**src/rsi_pkg.sv**
```systemverilog
// Shared types and constants for the radix string to 64-bit integer converter.
// No dependencies; every other file refers to this package by scoped names.
`timescale 1ns / 1ps

package rsi_pkg;

	localparam int COUNT_WIDTH = 16;
	localparam int BASE_WIDTH = 6;
	localparam int CFG_INDEX_WIDTH = 1;
	localparam int CFG_DATA_WIDTH = 6;

	typedef enum logic [CFG_INDEX_WIDTH-1:0] {
		REG_BASE_SELECT = 1'b0,
		REG_SIGNED_MODE = 1'b1
	} cfg_reg_t;

	localparam logic [BASE_WIDTH-1:0] BASE_AUTO = 6'd0;
	localparam logic [BASE_WIDTH-1:0] BASE_OCT = 6'd8;
	localparam logic [BASE_WIDTH-1:0] BASE_DEC = 6'd10;
	localparam logic [BASE_WIDTH-1:0] BASE_HEX = 6'd16;
	localparam logic [BASE_WIDTH-1:0] BASE_MAX = 6'd36;
	localparam logic [BASE_WIDTH-1:0] NO_DIGIT = 6'd63;

	localparam logic [7:0] CH_SPACE = 8'h20;
	localparam logic [7:0] CH_TAB = 8'h09;
	localparam logic [7:0] CH_CR = 8'h0D;
	localparam logic [7:0] CH_PLUS = 8'h2B;
	localparam logic [7:0] CH_MINUS = 8'h2D;
	localparam logic [7:0] CH_DIG0 = 8'h30;
	localparam logic [7:0] CH_DIG9 = 8'h39;
	localparam logic [7:0] CH_LOW_A = 8'h61;
	localparam logic [7:0] CH_LOW_Z = 8'h7A;
	localparam logic [7:0] CH_UP_A = 8'h41;
	localparam logic [7:0] CH_UP_Z = 8'h5A;
	localparam logic [7:0] CH_LOW_X = 8'h78;
	localparam logic [7:0] CH_UP_X = 8'h58;

	localparam logic [63:0] SGN_POS_LIMIT = 64'h7FFF_FFFF_FFFF_FFFF;
	localparam logic [63:0] SGN_NEG_LIMIT = 64'h8000_0000_0000_0000;
	localparam logic [63:0] UNS_LIMIT = 64'hFFFF_FFFF_FFFF_FFFF;

	typedef struct packed {
		logic       start_req;
		logic [7:0] char_byte;
	} char_item_t;

	typedef struct packed {
		logic [63:0]            value;
		logic                   overflow;
		logic [COUNT_WIDTH-1:0] consumed_count;
	} result_item_t;

	typedef struct packed {
		logic                  is_space;
		logic                  is_plus;
		logic                  is_minus;
		logic                  is_zero;
		logic                  is_x;
		logic [BASE_WIDTH-1:0] digit;
	} char_class_t;

endpackage

```
**src/rsi_char_decode.sv**
```systemverilog
// Character classifier: whitespace, sign, prefix characters and digit value.
// Depends on rsi_pkg for character constants and the class struct.
`timescale 1ns / 1ps

module rsi_char_decode (
	input  logic [7:0]          char_byte,
	output rsi_pkg::char_class_t char_class
);

	logic [7:0] num_off;
	logic [7:0] low_off;
	logic [7:0] up_off;

	always_comb begin
		num_off = char_byte - rsi_pkg::CH_DIG0;
		low_off = char_byte - rsi_pkg::CH_LOW_A + 8'd10;
		up_off = char_byte - rsi_pkg::CH_UP_A + 8'd10;

		char_class.is_space = (char_byte == rsi_pkg::CH_SPACE) ||
			((char_byte >= rsi_pkg::CH_TAB) && (char_byte <= rsi_pkg::CH_CR));
		char_class.is_plus = (char_byte == rsi_pkg::CH_PLUS);
		char_class.is_minus = (char_byte == rsi_pkg::CH_MINUS);
		char_class.is_zero = (char_byte == rsi_pkg::CH_DIG0);
		char_class.is_x = (char_byte == rsi_pkg::CH_LOW_X) || (char_byte == rsi_pkg::CH_UP_X);

		if ((char_byte >= rsi_pkg::CH_DIG0) && (char_byte <= rsi_pkg::CH_DIG9)) begin
			char_class.digit = num_off[rsi_pkg::BASE_WIDTH-1:0];
		end else if ((char_byte >= rsi_pkg::CH_LOW_A) && (char_byte <= rsi_pkg::CH_LOW_Z)) begin
			char_class.digit = low_off[rsi_pkg::BASE_WIDTH-1:0];
		end else if ((char_byte >= rsi_pkg::CH_UP_A) && (char_byte <= rsi_pkg::CH_UP_Z)) begin
			char_class.digit = up_off[rsi_pkg::BASE_WIDTH-1:0];
		end else begin
			char_class.digit = rsi_pkg::NO_DIGIT;
		end
	end

endmodule

```
**src/rsi_convert_core.sv**
```systemverilog
// Conversion state machine with the accumulate, range check and result build.
// Depends on rsi_pkg and rsi_char_decode.
`timescale 1ns / 1ps

module rsi_convert_core (
	input  logic                              clk,
	input  logic                              arst_n,
	input  logic                              step_en,
	input  rsi_pkg::char_item_t               item,
	input  logic [rsi_pkg::BASE_WIDTH-1:0]    base_select,
	input  logic                              signed_mode,
	output logic                              emit,
	output rsi_pkg::result_item_t             result
);

	typedef enum logic [4:0] {
		PH_IDLE   = 5'b00001,
		PH_LEAD   = 5'b00010,
		PH_PREFIX = 5'b00100,
		PH_ZERO   = 5'b01000,
		PH_DIGITS = 5'b10000
	} phase_t;

	localparam int CW = rsi_pkg::COUNT_WIDTH;
	localparam int BW = rsi_pkg::BASE_WIDTH;

	phase_t          phase_q;
	logic [63:0]     acc_q;
	logic            neg_q;
	logic [BW-1:0]   base_q;
	logic [CW-1:0]   pos_q;
	logic            sat_q;

	rsi_pkg::char_class_t cls;

	phase_t          ph_e;
	logic [63:0]     acc_e;
	logic            neg_e;
	logic [BW-1:0]   base_e;
	logic [CW-1:0]   pos_e;
	logic            sat_e;
	logic [CW-1:0]   pos_inc;

	phase_t          ph_n;
	logic [63:0]     acc_n;
	logic            neg_n;
	logic [BW-1:0]   base_n;
	logic [CW-1:0]   pos_n;
	logic            sat_n;
	logic            take_digit;
	logic            take_prefix;
	logic [69:0]     prod;
	logic [63:0]     limit;
	logic [63:0]     sat_value;

	rsi_char_decode u_decode (
		.char_byte  (item.char_byte),
		.char_class (cls)
	);

	// state as seen by this character, after a start
	always_comb begin
		if (item.start_req) begin
			ph_e = PH_LEAD;
			acc_e = '0;
			neg_e = 1'b0;
			sat_e = 1'b0;
			pos_e = '0;
			base_e = (base_select > rsi_pkg::BASE_MAX) ? rsi_pkg::BASE_MAX : base_select;
		end else begin
			ph_e = phase_q;
			acc_e = acc_q;
			neg_e = neg_q;
			sat_e = sat_q;
			pos_e = pos_q;
			base_e = base_q;
		end
		pos_inc = (pos_e == {CW{1'b1}}) ? pos_e : pos_e + 1'b1;
	end

	always_comb begin
		ph_n = ph_e;
		acc_n = acc_e;
		neg_n = neg_e;
		base_n = base_e;
		pos_n = pos_e;
		sat_n = sat_e;
		take_digit = 1'b0;
		take_prefix = 1'b0;
		emit = 1'b0;

		case (ph_e)
			PH_LEAD: begin
				if (cls.is_space) begin
					pos_n = pos_inc;
				end else if (signed_mode && (cls.is_plus || cls.is_minus)) begin
					neg_n = cls.is_minus;
					pos_n = pos_inc;
					ph_n = PH_PREFIX;
				end else begin
					take_prefix = 1'b1;
				end
			end
			PH_PREFIX: begin
				take_prefix = 1'b1;
			end
			PH_ZERO: begin
				if (cls.is_x) begin
					base_n = rsi_pkg::BASE_HEX;
					pos_n = pos_inc;
					ph_n = PH_DIGITS;
				end else begin
					if (base_e == rsi_pkg::BASE_AUTO) begin
						base_n = rsi_pkg::BASE_OCT;
					end
					ph_n = PH_DIGITS;
					take_digit = 1'b1;
				end
			end
			PH_DIGITS: begin
				take_digit = 1'b1;
			end
			default: begin
			end
		endcase

		if (take_prefix) begin
			if (cls.is_zero && ((base_e == rsi_pkg::BASE_AUTO) ||
				(base_e == rsi_pkg::BASE_HEX))) begin
				pos_n = pos_inc;
				ph_n = PH_ZERO;
			end else begin
				if (base_e == rsi_pkg::BASE_AUTO) begin
					base_n = rsi_pkg::BASE_DEC;
				end
				ph_n = PH_DIGITS;
				take_digit = 1'b1;
			end
		end

		if (!signed_mode) begin
			limit = rsi_pkg::UNS_LIMIT;
		end else if (neg_n) begin
			limit = rsi_pkg::SGN_NEG_LIMIT;
		end else begin
			limit = rsi_pkg::SGN_POS_LIMIT;
		end
		prod = 70'(acc_e) * 70'(base_n) + 70'(cls.digit);

		if (take_digit) begin
			if ((base_n == rsi_pkg::BASE_AUTO) || (cls.digit >= base_n)) begin
				emit = 1'b1;
				ph_n = PH_IDLE;
			end else begin
				if (!sat_e) begin
					if (prod > 70'(limit)) begin
						sat_n = 1'b1;
					end else begin
						acc_n = prod[63:0];
					end
				end
				pos_n = pos_inc;
			end
		end
	end

	always_comb begin
		if (!signed_mode) begin
			sat_value = rsi_pkg::UNS_LIMIT;
		end else if (neg_e) begin
			sat_value = rsi_pkg::SGN_NEG_LIMIT;
		end else begin
			sat_value = rsi_pkg::SGN_POS_LIMIT;
		end
		if (sat_e) begin
			result.value = sat_value;
		end else if (neg_e) begin
			result.value = 64'd0 - acc_e;
		end else begin
			result.value = acc_e;
		end
		result.overflow = sat_e;
		result.consumed_count = pos_e;
	end

	always_ff @(posedge clk or negedge arst_n) begin
		if (!arst_n) begin
			phase_q <= PH_IDLE;
			acc_q <= '0;
			neg_q <= 1'b0;
			base_q <= '0;
			pos_q <= '0;
			sat_q <= 1'b0;
		end else if (step_en) begin
			phase_q <= ph_n;
			acc_q <= acc_n;
			neg_q <= neg_n;
			base_q <= base_n;
			pos_q <= pos_n;
			sat_q <= sat_n;
		end
	end

endmodule

```
**src/radix_string_to_int64.sv**
```systemverilog
// Output path: the ending character is registered in item_s1, then its result in result_q.
// Throughput: one character per cycle, set by the state update loop
// (accumulate of 64 by 6 bits plus range compare); stalls only on a held result.
// Reset: asynchronous, active low; clears the pipeline and conversion state,
// base_select returns to 10 and signed_mode to 1.
// Top level: input, configuration and result registers around rsi_convert_core (rsi_pkg).
`timescale 1ns / 1ps

module radix_string_to_int64 (
	input  logic                                   clk,
	input  logic                                   arst_n,
	input  logic                                   char_valid,
	output logic                                   char_ready,
	input  rsi_pkg::char_item_t                    char_item,
	output logic                                   result_valid,
	input  logic                                   result_ready,
	output rsi_pkg::result_item_t                  result_item,
	input  logic                                   cfg_valid,
	output logic                                   cfg_ready,
	input  logic [rsi_pkg::CFG_INDEX_WIDTH-1:0]    cfg_index,
	input  logic [rsi_pkg::CFG_DATA_WIDTH-1:0]     cfg_data
);

	logic                               valid_s1;
	rsi_pkg::char_item_t                item_s1;
	logic [rsi_pkg::BASE_WIDTH-1:0]     base_select_q;
	logic                               signed_mode_q;
	logic                               result_valid_q;
	rsi_pkg::result_item_t              result_q;
	logic                               emit;
	rsi_pkg::result_item_t              core_result;
	logic                               stall;
	logic                               step_en;

	assign cfg_ready = 1'b1;

	// hold the character while a held result blocks its ending transaction
	assign stall = emit && result_valid_q && !result_ready;
	assign step_en = valid_s1 && !stall;
	assign char_ready = !valid_s1 || step_en;

	assign result_valid = result_valid_q;
	assign result_item = result_q;

	rsi_convert_core u_core (
		.clk         (clk),
		.arst_n      (arst_n),
		.step_en     (step_en),
		.item        (item_s1),
		.base_select (base_select_q),
		.signed_mode (signed_mode_q),
		.emit        (emit),
		.result      (core_result)
	);

	always_ff @(posedge clk or negedge arst_n) begin
		if (!arst_n) begin
			base_select_q <= rsi_pkg::BASE_DEC;
			signed_mode_q <= 1'b1;
		end else if (cfg_valid && cfg_ready) begin
			case (cfg_index)
				rsi_pkg::REG_BASE_SELECT: base_select_q <= cfg_data;
				rsi_pkg::REG_SIGNED_MODE: signed_mode_q <= cfg_data[0];
				default: begin
				end
			endcase
		end
	end

	always_ff @(posedge clk or negedge arst_n) begin
		if (!arst_n) begin
			valid_s1 <= 1'b0;
		end else if (char_valid && char_ready) begin
			valid_s1 <= 1'b1;
		end else if (step_en) begin
			valid_s1 <= 1'b0;
		end
	end

	always_ff @(posedge clk) begin
		if (char_valid && char_ready) begin
			item_s1 <= char_item;
		end
	end

	always_ff @(posedge clk or negedge arst_n) begin
		if (!arst_n) begin
			result_valid_q <= 1'b0;
		end else if (step_en && emit) begin
			result_valid_q <= 1'b1;
		end else if (result_ready) begin
			result_valid_q <= 1'b0;
		end
	end

	always_ff @(posedge clk) begin
		if (step_en && emit) begin
			result_q <= core_result;
		end
	end

endmodule

```
**config.mk**
```make
export PLATFORM = sky130hd
export DESIGN_NAME = radix_string_to_int64
export DESIGN_NICKNAME = d
export VERILOG_FILES = /design/src/rsi_pkg.sv /design/src/rsi_char_decode.sv /design/src/rsi_convert_core.sv /design/src/radix_string_to_int64.sv
export SDC_FILE = /design/constraint.sdc
export NUM_CORES = 2
export LEC_CHECK = 0
export BUFFER_PORTS_ARGS = -buffer_cell sky130_fd_sc_hd__buf_2
export CORE_MARGIN = 3
export CORE_UTILIZATION = 55
export CTS_BUF_LIST = sky130_fd_sc_hd__clkbuf_8
export CTS_CLUSTER_SIZE = 14
export DETAILED_ROUTE_END_ITERATION = 16
export GPL_TIMING_DRIVEN = 0
export MAX_ROUTING_LAYER = met4
export PLACE_DENSITY = 0.81
export SETUP_SLACK_MARGIN = 0.1
export SLEW_MARGIN = 20
export SYNTH_ARGS = -nofsm -noshare
export SYNTH_HDL_FRONTEND = slang
export SYNTH_SLANG_ARGS = --single-unit
```
**constraint.sdc**
```tcl
create_clock -name clk -period 9.8 [get_ports clk]
set_input_delay 1.47 -clock clk [delete_from_list [all_inputs] [get_ports clk]]
set_output_delay 1.47 -clock clk [all_outputs]
set_load 0.05 [all_outputs]
```
==> flow_summary.toml <==
[clock_tree]
holdBufCountCts = 0
cts_buffer_depth = 2
cts_made_buffers = 17
htreeDepth = 4
clock_latency_ns = 0.50
clk_pin_slew_ns = 0.10
cts_root_buf = "clkbuf_8"
tritoncts = "yes"
cts.sinks = 192

[synthesis]
synth-async-reset-ratio = 0.531
ys_types = 86
yosysWarnings = 0
synth_area_um2 = 24300
synthCells = 2762
synth_seq_area_share = 0.217
synth.avg_cell_area_um2 = 8.78
synth_edf_count = 90
synth_seq_cells = 192
synth-main-ff-cell = "dfrtp_1"
synth.net_count = 3261

[sta]
tightest_slew_ns = 1.07
rsz0062_at_grt = "yes"
setup_tns_ns = 0
setup_viol = 0
fin_crit_sh = 0.996
fin_crit_ns = 9.76
fmax_mhz = 102
skew_ns = 0.0190
whs_ns = 0.507
slew_headroom = 0.279
slew_violations = 0
hold_violations = 0

[setup_path]
setup.worst_path.end_class = "flop"
critPathKind = "reg -> reg"
crit_buf_inv = 6
r2r_slack_ns = 0.04
r2r_end = "u_core.acc_q[17]"
cp_max_fo = 10
arrival_ns = 10.19
startpoint_type = "flop"
rr_worst_depth = 37
r2r-start = "u_core.phase_q[4]"
cp_slowest_cell = "fa_1"
path_depth = 37
cpPeakStageDelay_ns = 0.59
crit_family = "simple AND/OR/NAND/NOR gates"
required_ns = 10.23

[place]
place.gp.congestion = 1.01
portBuffers = 103
dp.cells = 3454
dp_hpwl_um = 63200

[floorplanning]
die_y_um = 216
fp-row-count = 76
die_x_um = 216
ios = 105
start_util = 0.560
die_area_um2 = 46700
core_area_um2 = 43400

[global_route]
grt_antenna_before_repair = 0
grt_max_degree = 63
grt_use_total = 0.356
grt_pass1_wl_um = 127000
grt_pass1_vias = 22600
grt_overflow_total = 0

[cells_and_area]
drive_gt1_frac = 0.188
syn_to_final_growth_pct = 17.7
finalNetCount = 3463
antenna_cells = 0
utilization = 0.658
instances_no_fill = 3562

[min_path]
holdPathStages = 2
min_to = "u_core.base_q[3]"
hold_class = "reg -> reg"
hp-start = "u_core.base_q[3]"

[detailed_routing]
drc_errors = 0
drt_wl_total_um = 82200
wl_per_cell_um = 23.1
first_pass_iters = 7
vias = 23000
drt_first_iter_violations = 3045
vias_per_cell = 6.47
ant_nets = 0

[power_and_ir_drop]
ir_worst_vdd_uv = 132
total_leakage_power_nw = 13.5
p_per_area_nw_per_um2 = 122
total_power_mw = 3.48

[outcome]
outcome = "complete, no violations"

[run]
cap_violations = 0
==> per-layer routing <==
metal,up-vias,track usage,part of all wire
met1,11200,0.480,0.39
li1,9909,-,-
met3,309,0.0683,0.12
met2,1592,0.528,0.44
met4,0,0.159,0.053
met5,-,-,0
==> power by group <==
group / switching [mW] / internal, mW / leakage [nW] / total (mW)
Clock: 0.301 / 0.200 / 0.194 / 0.501
Sequential: 0.0944 / 0.992 / 2.24 / 1.09
Combinational: 1.29 / 0.608 / 11.0 / 1.90
==> what timing repair did <==
action,in CTS,in global routing
setup buffers,56,36
hold endpoints to repair,0,0
gates resized for setup,277,211
pin swaps,51,75
cloned,1,2
endpoints found under the setup margin,65,65
==> stage by stage <==
| step | setup WS (ns) | instance area, µm² |
|---|---|---|
| global route | -0.167 | 28500 |
| global placement | -3.62 | 25500 |
| CTS | 0.102 | 27400 |
| floorplan | 0.187 | 24300 |
| finish | 0.0435 | 28500 |
| detailed placement | -3.88 | 25600 |
==> worst min-delay path: stages (launching register included) <==
cell and delay (ns):
dfrtp_1 0.37, nand2_1 0.05, o21ai_0 0.06
==> how the worst max path moves through the flow <==
stage,from,to,slack (ns)
CTS,item_s1[1],u_core.acc_q[17],0.10
global placement,item_s1[8],u_core.acc_q[9],-3.62
finish,u_core.phase_q[4],u_core.acc_q[17],0.04
global route,item_s1[1],u_core.acc_q[17],-0.17
floorplan,item_s1[8],u_core.acc_q[61],0.19
detailed placement,item_s1[8],u_core.acc_q[11],-3.88
==> cell families after synthesis <==
group,after synthesis,synth area share
mux,20,0.00861
simple gates,991,0.186
compound gates,600,0.159
xor+xnor,124,0.0448
flops,192,0.217
fa+ha+maj,478,0.324
buf+inv,356,0.0601
other cells,1,0.000155
==> cells in the mapped netlist, types with 15 or more instances <==
cell,number,area [µm²]
nand3_1,39,195
o31ai_1,22,165
inv_1,208,781
ha_1,226,2830
o21bai_1,22,165
and2_1,17,106
nor2_1,335,1260
a21oi_1,151,756
nand2_1,339,1270
and3_1,17,106
xnor2_1,44,385
a31oi_1,17,106
xor2_1,80,701
a21o_1,33,248
a22o_1,66,578
dfrtp_1,98,2450
nor4_1,25,156
clkbuf_1,118,443
nor3_1,48,240
fa_1,252,5040
a211oi_1,19,143
o21ai_0,155,776
nor2b_1,60,375
o21a_1,15,113
nand4_1,41,257
edfxtp_1,90,2700
==> cell type report <==
| class | instances | area (µm²) |
|---|---|---|
| repair buffers | 202 | 1420 |
| flip-flops and latches | 192 | 5260 |
| multi-input cells | 2214 | 19000 |
| fillers | 3427 | 14800 |
| plain buffers | 121 | 926 |
| clock inverters | 15 | 121 |
| inverters | 216 | 838 |
| well taps | 585 | 732 |
| clock buffers | 17 | 234 |
==> registers in the layout, summed over array words and instances, names as in the netlist <==
| signal | flops |
|---|---|
| base_select_q | 6 |
| signed_mode_q | 1 |
| item_s1 | 9 |
| u_core.pos_q | 16 |
| u_core.acc_q | 64 |
| valid_s1 | 1 |
| u_core.neg_q | 1 |
| result_item | 81 |
| u_core.base_q | 6 |
| u_core.phase_q | 5 |
| u_core.sat_q | 1 |
| result_valid | 1 |
==> cells in the final DEF (no fill, tap or decap), types with 18 or more instances in the layout <==
master / instances
nor2b_1: 53
inv_1: 203
nand4_1: 41
ha_1: 186
ha_4: 23
nor3_1: 37
nor2_1: 310
o31ai_1: 19
clkbuf_1: 45
o21bai_1: 18
fa_1: 251
a21oi_1: 131
dfrtp_1: 98
a22o_1: 66
o21ai_1: 20
nand2_1: 330
buf_4: 94
nand3_1: 32
a21o_1: 32
clkbuf_8: 24
edfxtp_1: 90
o21ai_0: 138
xor2_1: 72
nor4_1: 20
xnor2_1: 33
buf_2: 110
(Power assumes the default switching activity.)
